`src/pstl_pkg.sv`:
```
// Shared constants, codes and types for the packet sequence loss tracker.
// No dependencies; every other file of the block imports this package.
package pstl_pkg;

   // Width of the internal statistics counters.
   localparam int COUNTER_BITS = 32;
   // Saturation value of the internal statistics counters.
   localparam logic [COUNTER_BITS-1:0] CNT_MAX = '1;

   // Field widths.
   localparam int SEQ_W    = 16;
   localparam int LEN_W    = 13;
   localparam int STATUS_W = 3;
   localparam int GAP_W    = 15;
   localparam int PCT_W    = 7;
   localparam int OUT_W    = 32;
   localparam int FEC_W    = 2;
   localparam int CSR_IDX_W  = 2;
   localparam int CSR_DATA_W = 7;

   // Loss average: unsigned Q7.16, 65536 is one percent.
   localparam int AVG_W = 23;
   // Width of 9 * avg + full loss, which stays below 2^26.
   localparam int SUM_W = 26;
   localparam logic [AVG_W-1:0] Q_FULL_LOSS = 23'd6553600;
   localparam logic [AVG_W:0]   Q_HALF      = 24'd32768;

   // Reciprocal of ten: ceil(2^30 / 10). Exact for every dividend below 2^26.
   localparam int RECIP_SHIFT = 30;
   localparam int RECIP_W     = 27;
   localparam logic [RECIP_W-1:0] RECIP_TEN = 27'd107374183;

   // Result status codes.
   localparam logic [STATUS_W-1:0] STATUS_DECODED = 3'd0;
   localparam logic [STATUS_W-1:0] STATUS_LATE    = 3'd1;
   localparam logic [STATUS_W-1:0] STATUS_CONCEAL = 3'd2;
   localparam logic [STATUS_W-1:0] STATUS_SHORT   = 3'd3;
   localparam logic [STATUS_W-1:0] STATUS_REPORT  = 3'd4;

   // Request function codes.
   localparam logic FUNC_PACKET = 1'b0;
   localparam logic FUNC_REPORT = 1'b1;

   // FEC recommendation codes.
   localparam logic [FEC_W-1:0] FEC_OFF   = 2'd0;
   localparam logic [FEC_W-1:0] FEC_LIGHT = 2'd1;
   localparam logic [FEC_W-1:0] FEC_HEAVY = 2'd2;

   // Configuration register indexes.
   localparam logic [CSR_IDX_W-1:0] REG_FEC_LIGHT_MIN     = 2'd0;
   localparam logic [CSR_IDX_W-1:0] REG_FEC_HEAVY_ABOVE   = 2'd1;
   localparam logic [CSR_IDX_W-1:0] REG_SEVERE_LOSS_ABOVE = 2'd2;

   // Command to the smoothing unit.
   typedef struct packed {
      logic             start;
      logic             with_loss;
      logic [AVG_W-1:0] operand;
   } ewma_cmd_type;

   // Answer of the smoothing unit.
   typedef struct packed {
      logic             done;
      logic [AVG_W-1:0] value;
   } ewma_rsp_type;

endpackage

```
`src/pstl_if.sv`:
```
// Handshake channel interfaces of the packet sequence loss tracker.
// Depends on pstl_pkg for the field widths.

interface pstl_req_if import pstl_pkg::*; ();
   logic                    valid;
   logic                    ready;
   logic                    func;
   logic signed [LEN_W-1:0] packet_len;
   logic [SEQ_W-1:0]        seq;

   modport source (output valid, output func, output packet_len, output seq, input ready);
   modport sink   (input valid, input func, input packet_len, input seq, output ready);
endinterface

interface pstl_rsp_if import pstl_pkg::*; ();
   logic                valid;
   logic                ready;
   logic [STATUS_W-1:0] status;
   logic [GAP_W-1:0]    gap_frames;
   logic [PCT_W-1:0]    smoothed_loss;
   logic [OUT_W-1:0]    run_lost;
   logic [OUT_W-1:0]    late_count;
   logic [OUT_W-1:0]    received_total;
   logic [OUT_W-1:0]    lost_total;
   logic [FEC_W-1:0]    fec_level;
   logic                reduce_bitrate;

   modport source (output valid, output status, output gap_frames, output smoothed_loss,
                   output run_lost, output late_count, output received_total,
                   output lost_total, output fec_level, output reduce_bitrate,
                   input ready);
   modport sink   (input valid, input status, input gap_frames, input smoothed_loss,
                   input run_lost, input late_count, input received_total,
                   input lost_total, input fec_level, input reduce_bitrate,
                   output ready);
endinterface

interface pstl_csr_if import pstl_pkg::*; ();
   logic                  valid;
   logic                  ready;
   logic [CSR_IDX_W-1:0]  index;
   logic [CSR_DATA_W-1:0] data;

   modport source (output valid, output index, output data, input ready);
   modport sink   (input valid, input index, input data, output ready);
endinterface

```
`src/packet_sequence_loss_tracker_core.sv`:
```
// Top level of the packet sequence loss tracker: sequencer, statistics and result register.
// Depends on pstl_pkg, the channel interfaces in pstl_if and pstl_ewma_unit.
//
//   Channel   Direction  Transfer carries
//   req_ch    in         func, packet_len, seq
//   rsp_ch    out        status, gap_frames, smoothed_loss, counters, fec_level, reduce_bitrate
//   csr_ch    in         index, data (one threshold register per write)
//
// A report or a too-short packet goes from classification straight to the result; a late
// or concealed frame first takes one loss step through the shared smoothing unit; a
// decoded packet walks its gap there frame by frame until the gap ends or the average
// settles, then takes a receive step. The block then goes idle for the next request.
// Reset is synchronous and active high; it restores the thresholds and clears the state.
// A finished result waits in the output register; a new request is taken meanwhile and
// its result is held back until the previous transfer on rsp_ch completes.
module packet_sequence_loss_tracker_core
   import pstl_pkg::*;
(
   input  logic       clock,
   input  logic       reset,
   pstl_req_if.sink   req_ch,
   pstl_rsp_if.source rsp_ch,
   pstl_csr_if.sink   csr_ch
);

   typedef enum logic [8:0] {
      S_IDLE      = 9'b000000001,
      S_CLASSIFY  = 9'b000000010,
      S_LOSS_GO   = 9'b000000100,
      S_LOSS_WAIT = 9'b000001000,
      S_GAP_CHECK = 9'b000010000,
      S_GAP_WAIT  = 9'b000100000,
      S_RECV_GO   = 9'b001000000,
      S_RECV_WAIT = 9'b010000000,
      S_FINISH    = 9'b100000000
   } state_type;

   // Saturating add of a counter and a small increment.
   function automatic logic [COUNTER_BITS-1:0] sat_add(logic [COUNTER_BITS-1:0] a,
                                                        logic [SEQ_W-1:0] b);
      logic [64:0] w;
      w = 65'(a) + 65'(b);
      if (w > 65'(CNT_MAX)) begin
         return CNT_MAX;
      end
      return COUNTER_BITS'(w);
   endfunction

   // Clamp a counter to the 32-bit output field.
   function automatic logic [OUT_W-1:0] out32(logic [COUNTER_BITS-1:0] v);
      logic [63:0] w;
      w = 64'(v);
      if (w > 64'hFFFF_FFFF) begin
         return '1;
      end
      return w[OUT_W-1:0];
   endfunction

   state_type               state_ff, state_in;

   // Threshold registers.
   logic [CSR_DATA_W-1:0]   light_min_ff, heavy_above_ff, severe_above_ff;

   // Latched request.
   logic                    func_ff;
   logic signed [LEN_W-1:0] len_ff;
   logic [SEQ_W-1:0]        seq_ff;

   // Tracker state.
   logic [SEQ_W-1:0]        expected_ff, expected_in;
   logic                    awaiting_ff, awaiting_in;
   logic [AVG_W-1:0]        avg_ff, avg_in;
   logic [COUNTER_BITS-1:0] run_ff, run_in;
   logic [COUNTER_BITS-1:0] late_ff, late_in;
   logic [COUNTER_BITS-1:0] recv_ff, recv_in;
   logic [COUNTER_BITS-1:0] lost_ff, lost_in;

   // Per-item working registers.
   logic [STATUS_W-1:0]     status_ff, status_in;
   logic [SEQ_W-1:0]        gap_ff, gap_in;
   logic [SEQ_W-1:0]        iter_ff, iter_in;

   // Result register.
   logic                    rsp_valid_ff, rsp_valid_in;
   logic [STATUS_W-1:0]     rsp_status_ff;
   logic [GAP_W-1:0]        rsp_gap_ff;
   logic [PCT_W-1:0]        rsp_pct_ff;
   logic [OUT_W-1:0]        rsp_run_ff, rsp_late_ff, rsp_recv_ff, rsp_lost_ff;
   logic [FEC_W-1:0]        rsp_fec_ff;
   logic                    rsp_reduce_ff;

   ewma_cmd_type            ewma_cmd;
   ewma_rsp_type            ewma_rsp;

   logic                    req_fire, rsp_free, load_rsp;
   logic [SEQ_W-1:0]        cur_expected, behind, gap_calc;
   logic [AVG_W:0]          rounded;
   logic [PCT_W:0]          pct_wide;
   logic [PCT_W-1:0]        pct;
   logic [FEC_W-1:0]        fec;
   logic [GAP_W-1:0]        gap_shown;

   pstl_ewma_unit u_ewma (
      .clock (clock),
      .reset (reset),
      .cmd   (ewma_cmd),
      .rsp   (ewma_rsp)
   );

   assign req_ch.ready = (state_ff == S_IDLE);
   assign req_fire     = req_ch.valid && req_ch.ready;
   assign csr_ch.ready = 1'b1;

   // The output register is free when empty or when its transfer completes now.
   assign rsp_free = !rsp_valid_ff || rsp_ch.ready;
   assign load_rsp = (state_ff == S_FINISH) && rsp_free;

   // Before the first real packet its own number becomes the expected number.
   assign cur_expected = awaiting_ff ? seq_ff : expected_ff;
   assign behind       = cur_expected - seq_ff;
   assign gap_calc     = seq_ff - cur_expected;

   // Rounded loss percentage and the recommendations derived from it.
   always_comb begin
      rounded  = (AVG_W+1)'(avg_ff) + Q_HALF;
      pct_wide = rounded[AVG_W -: (PCT_W+1)];
      pct      = (pct_wide > (PCT_W+1)'(100)) ? PCT_W'(100) : pct_wide[PCT_W-1:0];
      if (pct > heavy_above_ff) begin
         fec = FEC_HEAVY;
      end else if (pct >= light_min_ff) begin
         fec = FEC_LIGHT;
      end else begin
         fec = FEC_OFF;
      end
      gap_shown = (gap_ff > SEQ_W'(32767)) ? GAP_W'(32767) : gap_ff[GAP_W-1:0];
   end

   // Sequencer and statistics update.
   always_comb begin
      state_in     = state_ff;
      expected_in  = expected_ff;
      awaiting_in  = awaiting_ff;
      avg_in       = avg_ff;
      run_in       = run_ff;
      late_in      = late_ff;
      recv_in      = recv_ff;
      lost_in      = lost_ff;
      status_in    = status_ff;
      gap_in       = gap_ff;
      iter_in      = iter_ff;
      rsp_valid_in = rsp_valid_ff && !rsp_ch.ready;

      ewma_cmd.start     = 1'b0;
      ewma_cmd.with_loss = 1'b1;
      ewma_cmd.operand   = avg_ff;

      case (state_ff)
         S_IDLE: begin
            if (req_fire) begin
               state_in = S_CLASSIFY;
            end
         end
         S_CLASSIFY: begin
            gap_in  = '0;
            iter_in = '0;
            if (func_ff == FUNC_REPORT) begin
               status_in = STATUS_REPORT;
               state_in  = S_FINISH;
            end else if (len_ff < 0) begin
               // Late discard: one frame concealed and counted as out of order.
               status_in   = STATUS_LATE;
               late_in     = sat_add(late_ff, SEQ_W'(1));
               lost_in     = sat_add(lost_ff, SEQ_W'(1));
               run_in      = sat_add(run_ff, SEQ_W'(1));
               expected_in = expected_ff + SEQ_W'(1);
               state_in    = S_LOSS_GO;
            end else if (len_ff == '0) begin
               status_in   = STATUS_CONCEAL;
               lost_in     = sat_add(lost_ff, SEQ_W'(1));
               run_in      = sat_add(run_ff, SEQ_W'(1));
               expected_in = expected_ff + SEQ_W'(1);
               state_in    = S_LOSS_GO;
            end else if (len_ff < LEN_W'(3)) begin
               status_in = STATUS_SHORT;
               state_in  = S_FINISH;
            end else begin
               awaiting_in = 1'b0;
               if ((behind != '0) && !behind[SEQ_W-1]) begin
                  // Behind the expected number by less than half the range: late.
                  status_in   = STATUS_LATE;
                  late_in     = sat_add(late_ff, SEQ_W'(1));
                  lost_in     = sat_add(lost_ff, SEQ_W'(1));
                  run_in      = sat_add(run_ff, SEQ_W'(1));
                  expected_in = cur_expected + SEQ_W'(1);
                  state_in    = S_LOSS_GO;
               end else begin
                  // In order or ahead: the gap frames are lost, this one is received.
                  status_in   = STATUS_DECODED;
                  gap_in      = gap_calc;
                  lost_in     = sat_add(lost_ff, gap_calc);
                  run_in      = '0;
                  recv_in     = sat_add(recv_ff, SEQ_W'(1));
                  expected_in = seq_ff + SEQ_W'(1);
                  state_in    = S_GAP_CHECK;
               end
            end
         end
         S_LOSS_GO: begin
            ewma_cmd.start = 1'b1;
            state_in       = S_LOSS_WAIT;
         end
         S_LOSS_WAIT: begin
            if (ewma_rsp.done) begin
               avg_in   = ewma_rsp.value;
               state_in = S_FINISH;
            end
         end
         S_GAP_CHECK: begin
            if (iter_ff == gap_ff) begin
               state_in = S_RECV_GO;
            end else begin
               ewma_cmd.start = 1'b1;
               state_in       = S_GAP_WAIT;
            end
         end
         S_GAP_WAIT: begin
            if (ewma_rsp.done) begin
               // Once a lost frame no longer moves the average the walk is over.
               if (ewma_rsp.value == avg_ff) begin
                  state_in = S_RECV_GO;
               end else begin
                  avg_in   = ewma_rsp.value;
                  iter_in  = iter_ff + SEQ_W'(1);
                  state_in = S_GAP_CHECK;
               end
            end
         end
         S_RECV_GO: begin
            ewma_cmd.start     = 1'b1;
            ewma_cmd.with_loss = 1'b0;
            state_in           = S_RECV_WAIT;
         end
         S_RECV_WAIT: begin
            ewma_cmd.with_loss = 1'b0;
            if (ewma_rsp.done) begin
               avg_in   = ewma_rsp.value;
               state_in = S_FINISH;
            end
         end
         S_FINISH: begin
            if (rsp_free) begin
               rsp_valid_in = 1'b1;
               // A report shows the out-of-order count and then clears it.
               if (status_ff == STATUS_REPORT) begin
                  late_in = '0;
               end
               state_in = S_IDLE;
            end
         end
         default: begin
            state_in = S_IDLE;
         end
      endcase
   end

   always_ff @(posedge clock) begin
      if (reset) begin
         state_ff        <= S_IDLE;
         light_min_ff    <= CSR_DATA_W'(1);
         heavy_above_ff  <= CSR_DATA_W'(5);
         severe_above_ff <= CSR_DATA_W'(15);
         expected_ff     <= '0;
         awaiting_ff     <= 1'b1;
         avg_ff          <= '0;
         run_ff          <= '0;
         late_ff         <= '0;
         recv_ff         <= '0;
         lost_ff         <= '0;
         rsp_valid_ff    <= 1'b0;
      end else begin
         state_ff     <= state_in;
         expected_ff  <= expected_in;
         awaiting_ff  <= awaiting_in;
         avg_ff       <= avg_in;
         run_ff       <= run_in;
         late_ff      <= late_in;
         recv_ff      <= recv_in;
         lost_ff      <= lost_in;
         rsp_valid_ff <= rsp_valid_in;
         if (csr_ch.valid && csr_ch.ready) begin
            case (csr_ch.index)
               REG_FEC_LIGHT_MIN:     light_min_ff    <= csr_ch.data;
               REG_FEC_HEAVY_ABOVE:   heavy_above_ff  <= csr_ch.data;
               REG_SEVERE_LOSS_ABOVE: severe_above_ff <= csr_ch.data;
               default: begin
               end
            endcase
         end
      end
   end

   // Payload registers need no reset.
   always_ff @(posedge clock) begin
      status_ff <= status_in;
      gap_ff    <= gap_in;
      iter_ff   <= iter_in;
      if (req_fire) begin
         func_ff <= req_ch.func;
         len_ff  <= req_ch.packet_len;
         seq_ff  <= req_ch.seq;
      end
      if (load_rsp) begin
         rsp_status_ff <= status_ff;
         rsp_gap_ff    <= (status_ff == STATUS_DECODED) ? gap_shown : '0;
         rsp_pct_ff    <= pct;
         rsp_run_ff    <= out32(run_ff);
         rsp_late_ff   <= out32(late_ff);
         rsp_recv_ff   <= out32(recv_ff);
         rsp_lost_ff   <= out32(lost_ff);
         rsp_fec_ff    <= fec;
         rsp_reduce_ff <= (pct > severe_above_ff);
      end
   end

   assign rsp_ch.valid          = rsp_valid_ff;
   assign rsp_ch.status         = rsp_status_ff;
   assign rsp_ch.gap_frames     = rsp_gap_ff;
   assign rsp_ch.smoothed_loss  = rsp_pct_ff;
   assign rsp_ch.run_lost       = rsp_run_ff;
   assign rsp_ch.late_count     = rsp_late_ff;
   assign rsp_ch.received_total = rsp_recv_ff;
   assign rsp_ch.lost_total     = rsp_lost_ff;
   assign rsp_ch.fec_level      = rsp_fec_ff;
   assign rsp_ch.reduce_bitrate = rsp_reduce_ff;

endmodule

```
`src/pstl_ewma_unit.sv`:
```
// Shared smoothing unit: computes floor((9 * a + c) / 10), c zero or full loss.
// Depends on pstl_pkg.
module pstl_ewma_unit
   import pstl_pkg::*;
(
   input  logic         clock,
   input  logic         reset,
   input  ewma_cmd_type cmd,
   output ewma_rsp_type rsp
);

   logic [SUM_W-1:0]          sum_ff, sum_in;
   logic                      busy_ff, busy_in;
   logic [AVG_W-1:0]          quot_ff, quot_in;
   logic                      done_ff, done_in;
   logic [SUM_W+RECIP_W-1:0]  product;

   // First step, registered in sum_ff: scale by nine and add the loss term.
   always_comb begin
      sum_in = SUM_W'({cmd.operand, 3'b000}) + SUM_W'(cmd.operand);
      if (cmd.with_loss) begin
         sum_in = sum_in + SUM_W'(Q_FULL_LOSS);
      end
      busy_in = cmd.start;
   end

   // Second step, registered in quot_ff: divide by ten through the reciprocal.
   assign product = (SUM_W+RECIP_W)'(sum_ff) * (SUM_W+RECIP_W)'(RECIP_TEN);
   assign quot_in = product[RECIP_SHIFT +: AVG_W];
   assign done_in = busy_ff;

   always_ff @(posedge clock) begin
      if (reset) begin
         busy_ff <= 1'b0;
         done_ff <= 1'b0;
      end else begin
         busy_ff <= busy_in;
         done_ff <= done_in;
      end
      if (cmd.start) begin
         sum_ff <= sum_in;
      end
      if (busy_ff) begin
         quot_ff <= quot_in;
      end
   end

   assign rsp.done  = done_ff;
   assign rsp.value = quot_ff;

endmodule

```
`src/flat_wrapper.sv`:
```
// flat-port wrapper written by rule: the top's interface ports become plain ports
module packet_sequence_loss_tracker_core_flat import pstl_pkg::*;
  (clock, reset, req_ch_valid, req_ch_func, req_ch_packet_len, req_ch_seq, req_ch_ready, rsp_ch_valid, rsp_ch_status, rsp_ch_gap_frames, rsp_ch_smoothed_loss, rsp_ch_run_lost, rsp_ch_late_count, rsp_ch_received_total, rsp_ch_lost_total, rsp_ch_fec_level, rsp_ch_reduce_bitrate, rsp_ch_ready, csr_ch_valid, csr_ch_index, csr_ch_data, csr_ch_ready);
  pstl_req_if req_ch_i ();
  pstl_rsp_if rsp_ch_i ();
  pstl_csr_if csr_ch_i ();
  input  logic clock;
  input  logic reset;
  input wire logic [$bits(req_ch_i.valid)-1:0] req_ch_valid;
  input wire logic [$bits(req_ch_i.func)-1:0] req_ch_func;
  input wire logic [$bits(req_ch_i.packet_len)-1:0] req_ch_packet_len;
  input wire logic [$bits(req_ch_i.seq)-1:0] req_ch_seq;
  output wire logic [$bits(req_ch_i.ready)-1:0] req_ch_ready;
  output wire logic [$bits(rsp_ch_i.valid)-1:0] rsp_ch_valid;
  output wire logic [$bits(rsp_ch_i.status)-1:0] rsp_ch_status;
  output wire logic [$bits(rsp_ch_i.gap_frames)-1:0] rsp_ch_gap_frames;
  output wire logic [$bits(rsp_ch_i.smoothed_loss)-1:0] rsp_ch_smoothed_loss;
  output wire logic [$bits(rsp_ch_i.run_lost)-1:0] rsp_ch_run_lost;
  output wire logic [$bits(rsp_ch_i.late_count)-1:0] rsp_ch_late_count;
  output wire logic [$bits(rsp_ch_i.received_total)-1:0] rsp_ch_received_total;
  output wire logic [$bits(rsp_ch_i.lost_total)-1:0] rsp_ch_lost_total;
  output wire logic [$bits(rsp_ch_i.fec_level)-1:0] rsp_ch_fec_level;
  output wire logic [$bits(rsp_ch_i.reduce_bitrate)-1:0] rsp_ch_reduce_bitrate;
  input wire logic [$bits(rsp_ch_i.ready)-1:0] rsp_ch_ready;
  input wire logic [$bits(csr_ch_i.valid)-1:0] csr_ch_valid;
  input wire logic [$bits(csr_ch_i.index)-1:0] csr_ch_index;
  input wire logic [$bits(csr_ch_i.data)-1:0] csr_ch_data;
  output wire logic [$bits(csr_ch_i.ready)-1:0] csr_ch_ready;
  assign req_ch_i.valid = req_ch_valid;
  assign req_ch_i.func = req_ch_func;
  assign req_ch_i.packet_len = req_ch_packet_len;
  assign req_ch_i.seq = req_ch_seq;
  assign req_ch_ready = req_ch_i.ready;
  assign rsp_ch_valid = rsp_ch_i.valid;
  assign rsp_ch_status = rsp_ch_i.status;
  assign rsp_ch_gap_frames = rsp_ch_i.gap_frames;
  assign rsp_ch_smoothed_loss = rsp_ch_i.smoothed_loss;
  assign rsp_ch_run_lost = rsp_ch_i.run_lost;
  assign rsp_ch_late_count = rsp_ch_i.late_count;
  assign rsp_ch_received_total = rsp_ch_i.received_total;
  assign rsp_ch_lost_total = rsp_ch_i.lost_total;
  assign rsp_ch_fec_level = rsp_ch_i.fec_level;
  assign rsp_ch_reduce_bitrate = rsp_ch_i.reduce_bitrate;
  assign rsp_ch_i.ready = rsp_ch_ready;
  assign csr_ch_i.valid = csr_ch_valid;
  assign csr_ch_i.index = csr_ch_index;
  assign csr_ch_i.data = csr_ch_data;
  assign csr_ch_ready = csr_ch_i.ready;
  packet_sequence_loss_tracker_core u_core (.clock(clock), .reset(reset), .req_ch(req_ch_i), .rsp_ch(rsp_ch_i), .csr_ch(csr_ch_i));
endmodule
```
`config.mk`:
```
export PLATFORM = sky130hd
export DESIGN_NAME = packet_sequence_loss_tracker_core_flat
export DESIGN_NICKNAME = d
export VERILOG_FILES = /design/src/pstl_pkg.sv /design/src/pstl_if.sv /design/src/packet_sequence_loss_tracker_core.sv /design/src/pstl_ewma_unit.sv /design/src/flat_wrapper.sv
export SDC_FILE = /design/constraint.sdc
export NUM_CORES = 2
export LEC_CHECK = 0
export BUFFER_PORTS_ARGS = -buffer_cell sky130_fd_sc_hd__buf_2
export CAP_MARGIN = 20
export CELL_PAD_IN_SITES_DETAIL_PLACEMENT = 1
export CELL_PAD_IN_SITES_GLOBAL_PLACEMENT = 2
export CORE_MARGIN = 2
export CORE_UTILIZATION = 30
export DETAILED_ROUTE_END_ITERATION = 8
export PLACE_DENSITY_LB_ADDON = 0.1
export SLEW_MARGIN = 20
export SYNTH_ARGS = -nofsm -noshare
export SYNTH_HDL_FRONTEND = slang
export SYNTH_SLANG_ARGS = --single-unit
```
`constraint.sdc`:
```
create_clock -name clock -period 11.2 [get_ports clock]
set_input_delay 2.24 -clock clock [delete_from_list [all_inputs] [get_ports clock]]
set_output_delay 2.24 -clock clock [all_outputs]
set_load 0.01 [all_outputs]
```
==> results_dict.tcl <==
set metrics [dict create \
    worstSetupEndpointType "flop" \
    grtUsageTotal_pct 19.2 \
    coreArea_sq_mm 0.112 \
    dieWidth_um 340 \
    synth.most_common_cell "inv_1" \
    synth_common_cells "inv_1, ha_1, edfxtp_1" \
    power_density_mw_per_mm2 117 \
    hold_class "reg -> reg" \
    worst-path-max-fanout 5 \
    grt_start_max_net_pins 60 \
    rsz0062_at_grt "false" \
    cts_buffers 59 \
    die-area_sq_mm 0.116 \
    clock_path_buffers 3 \
    tritoncts "built" \
    grt_use_met3_pct 2.19 \
    yosysUniqueCellTypes 86 \
    grt_pass1_wl_um 174000 \
    p_total_mw 4.51 \
    worstPathArrival_ns 8.16 \
    yosysTopAreaCellShare_pct 23.9 \
    period_share_pct 69.1 \
    globalplace.congestion 0.873 \
    startpoint_type "flop" \
    crit_type "reg -> reg" \
    ys_top_cells_by_area "edfxtp_1, dfxtp_1, fa_1, ha_1, inv_1" \
    r2r_slack_ns 3.47 \
    cts_max_level 2 \
    initial_utilization_pct 30.2 \
    place.detailed.hpwl_um 86800 \
    grt_util_met1_pct 25.5 \
    clock-sinks 471 \
    top_usage_layer "met2" \
    overflow 0 \
    holdWs_ns 0.482 \
    maxCapViolCount 0 \
    ctsResizeCount 0 \
    hold_violations 0 \
    wl_per_cell_um 21.4 \
    grt_pass1_vias 28300 \
    syn_nets 4046 \
    ys.flop_type "edfxtp_1" \
    max_stage_delay_ns 0.71 \
    antenna_found_initial 2 \
    slowest_stage "o31ai_1" \
    synth_cells 3499 \
    status "complete, no violations" \
    num_io_pins 203 \
    instances_no_fill 5210 \
    nFillCells 12800 \
    fin_tns_setup_ns 0 \
    required_ns 11.62 \
    synth_edf_count 270 \
    utilization_pct 34.4 \
    reg2reg_depth 25 \
    nNetsFinal 4206 \
    grtUsageMet2_pct 33.0 \
    dp_cells 5098 \
    die_h_um 340 \
    area_growth_syn_to_layout_pct 14.0 \
    post_cts_buffers 0 \
    ys_seq_area_share_pct 35.8 \
    synth_area_leader_cell "edfxtp_1" \
    hold_depth 2 \
    netlist_area_sq_mm 0.0339 \
    portBuffers 201 \
    rr_startpoint "u_core.u_ewma.sum_ff[9]" \
    ys_seq_elements 471 \
    detail-route-antenna-nets 0 \
    drtIter0Drc 1331 \
    root_buffer "clkbuf_16" \
    clock_latency_ns 0.68 \
    ir_drop_mv 0.108 \
    min_from "u_core.light_min_ff[0]" \
    drive_gt1_share_pct 10.0 \
    ys.warnings.count 0 \
    first_pass_iters 7 \
    setup_viol 0 \
    rr_endpoint "u_core.u_ewma.quot_ff[21]" \
    dr_total_vias 26500 \
    cts.reportedPaths.clkPinSlew_ns 0.06 \
    worst_pin_slew_ns 1.12 \
    vias_per_cell 5.08 \
    wl_um 111000 \
    hold-path-endpoint "u_core.light_min_ff[0]" \
    finClkSkew_ns 0.0451 \
    ys_async_sr_fraction_pct 0 \
    avgSynthCellArea_sq_um 9.69 \
    period_needed_ns 7.73 \
    timing.fmax_mhz 129 \
    p_leak_nw 15.5 \
    placementRows 123 \
    slew_violations 0 \
    ctsHoldBuffers 0 \
    slew_headroom_pct 24.7 \
    drc_errors 0 \
]
## layer usage
metal / share of wire, % / vias up
met3: 2.6 / 139
met1: 46 / 13400
met2: 49 / 355
met4: 2.5 / 2
met5: 0.011 / -
li1: - / 12600
## per-stage QoR
step	setup slack, ns	instance area, sq um
2_1_floorplan	3.17	33900
3_3_place_gp	3.50	36500
3_5_place_dp	3.42	36500
4_1_cts	3.42	38700
5_1_grt	2.86	38700
6_report	3.47	38700
## placed cells by master, fill, tap and decap left out, drive strengths merged, types with 23 or more instances in the layout
master and count:
inv 427, ha 308, edfxtp 270, nor2 247
buf 231, a21oi 212, nand2 203, dfxtp 201
fa 195, o21ai 181, xnor2 149, nand3 116
nor3 85, clkbuf 68, mux2i 60, nand4 58
xor2 55, and3 46, a21o 40, o21a 39
nor2b 39, a31oi 38, nor4 38, clkinv 29
a211oi 25, nand2b 24, o31ai 23, and2 23
a311oi 23
## worst max-delay path: cells and delay by family, from the launching register on
family,cells,cell delay (ns)
AOI/OAI and AO/OA,10,2.55
xor gates and xnor gates,1,0.16
adders and majority gates,8,3.87
buffers and inverters,6,0.44
DFF,1,0.47
## power breakdown
group	internal [mW]	switching, mW
Combinational	0.193	0.348
Sequential	1.84	0.0218
Clock	1.29	0.818
## flip-flops by register name, indices dropped and copies added, names as in the netlist, 23 cells and up
signal / count
u_core.lost_ff: 32
u_core.u_ewma.sum_ff: 26
u_core.late_ff: 32
u_core.run_ff: 32
u_core.rsp_ch.late_count: 32
u_core.rsp_ch.lost_total: 32
u_core.recv_ff: 32
u_core.u_ewma.quot_ff: 23
u_core.rsp_ch.run_lost: 32
u_core.rsp_ch.received_total: 32
u_core.avg_ff: 23
## cell type report
class | count | area, sq um | share of cell area [%]
clock buffers | 68 | 1550 | 4.01
inverters | 427 | 1600 | 4.15
diodes | 1 | 2.50 | 0.00647
well taps | 1500 | 1880 | 4.85
repair buffers | 231 | 1230 | 3.19
multi-input cells | 2469 | 19700 | 50.9
flip-flops and latches | 471 | 12100 | 31.4
clock inverters | 43 | 591 | 1.53
## worst max-delay path by stage
stage / to / cells past startpoint / slack (ns) / from
3_5_place_dp: u_core.u_ewma.quot_ff[21] / 25 / 3.42 / u_core.u_ewma.sum_ff[9]
3_3_place_gp: u_core.u_ewma.quot_ff[21] / 25 / 3.50 / u_core.u_ewma.sum_ff[9]
2_1_floorplan: u_core.late_ff[21] / 7 / 3.17 / rsp_ch_ready
5_1_grt: u_core.u_ewma.quot_ff[21] / 25 / 2.86 / u_core.u_ewma.sum_ff[9]
6_report: u_core.u_ewma.quot_ff[21] / 25 / 3.47 / u_core.u_ewma.sum_ff[9]
4_1_cts: u_core.u_ewma.quot_ff[21] / 25 / 3.42 / u_core.u_ewma.sum_ff[9]
## kinds of logic (layout without fill, tap and decap cells)
| family | Yosys count | count (layout) | synth area share, % |
|---|---|---|---|
| AND/OR/NAND/NOR | 979 | 979 | 14.5 |
| AO/OA/AOI/OAI | 719 | 719 | 13.4 |
| buffers and inverters | 559 | 769 | 6.31 |
| adder cells (fa/ha/maj) | 503 | 503 | 22.9 |
| flip-flops | 471 | 471 | 35.8 |
| XOR/XNOR | 204 | 204 | 5.27 |
| multiplexers | 63 | 63 | 1.87 |
| other | 1 | 2 | 0.0111 |
Power figures use the tool's default switching activity.
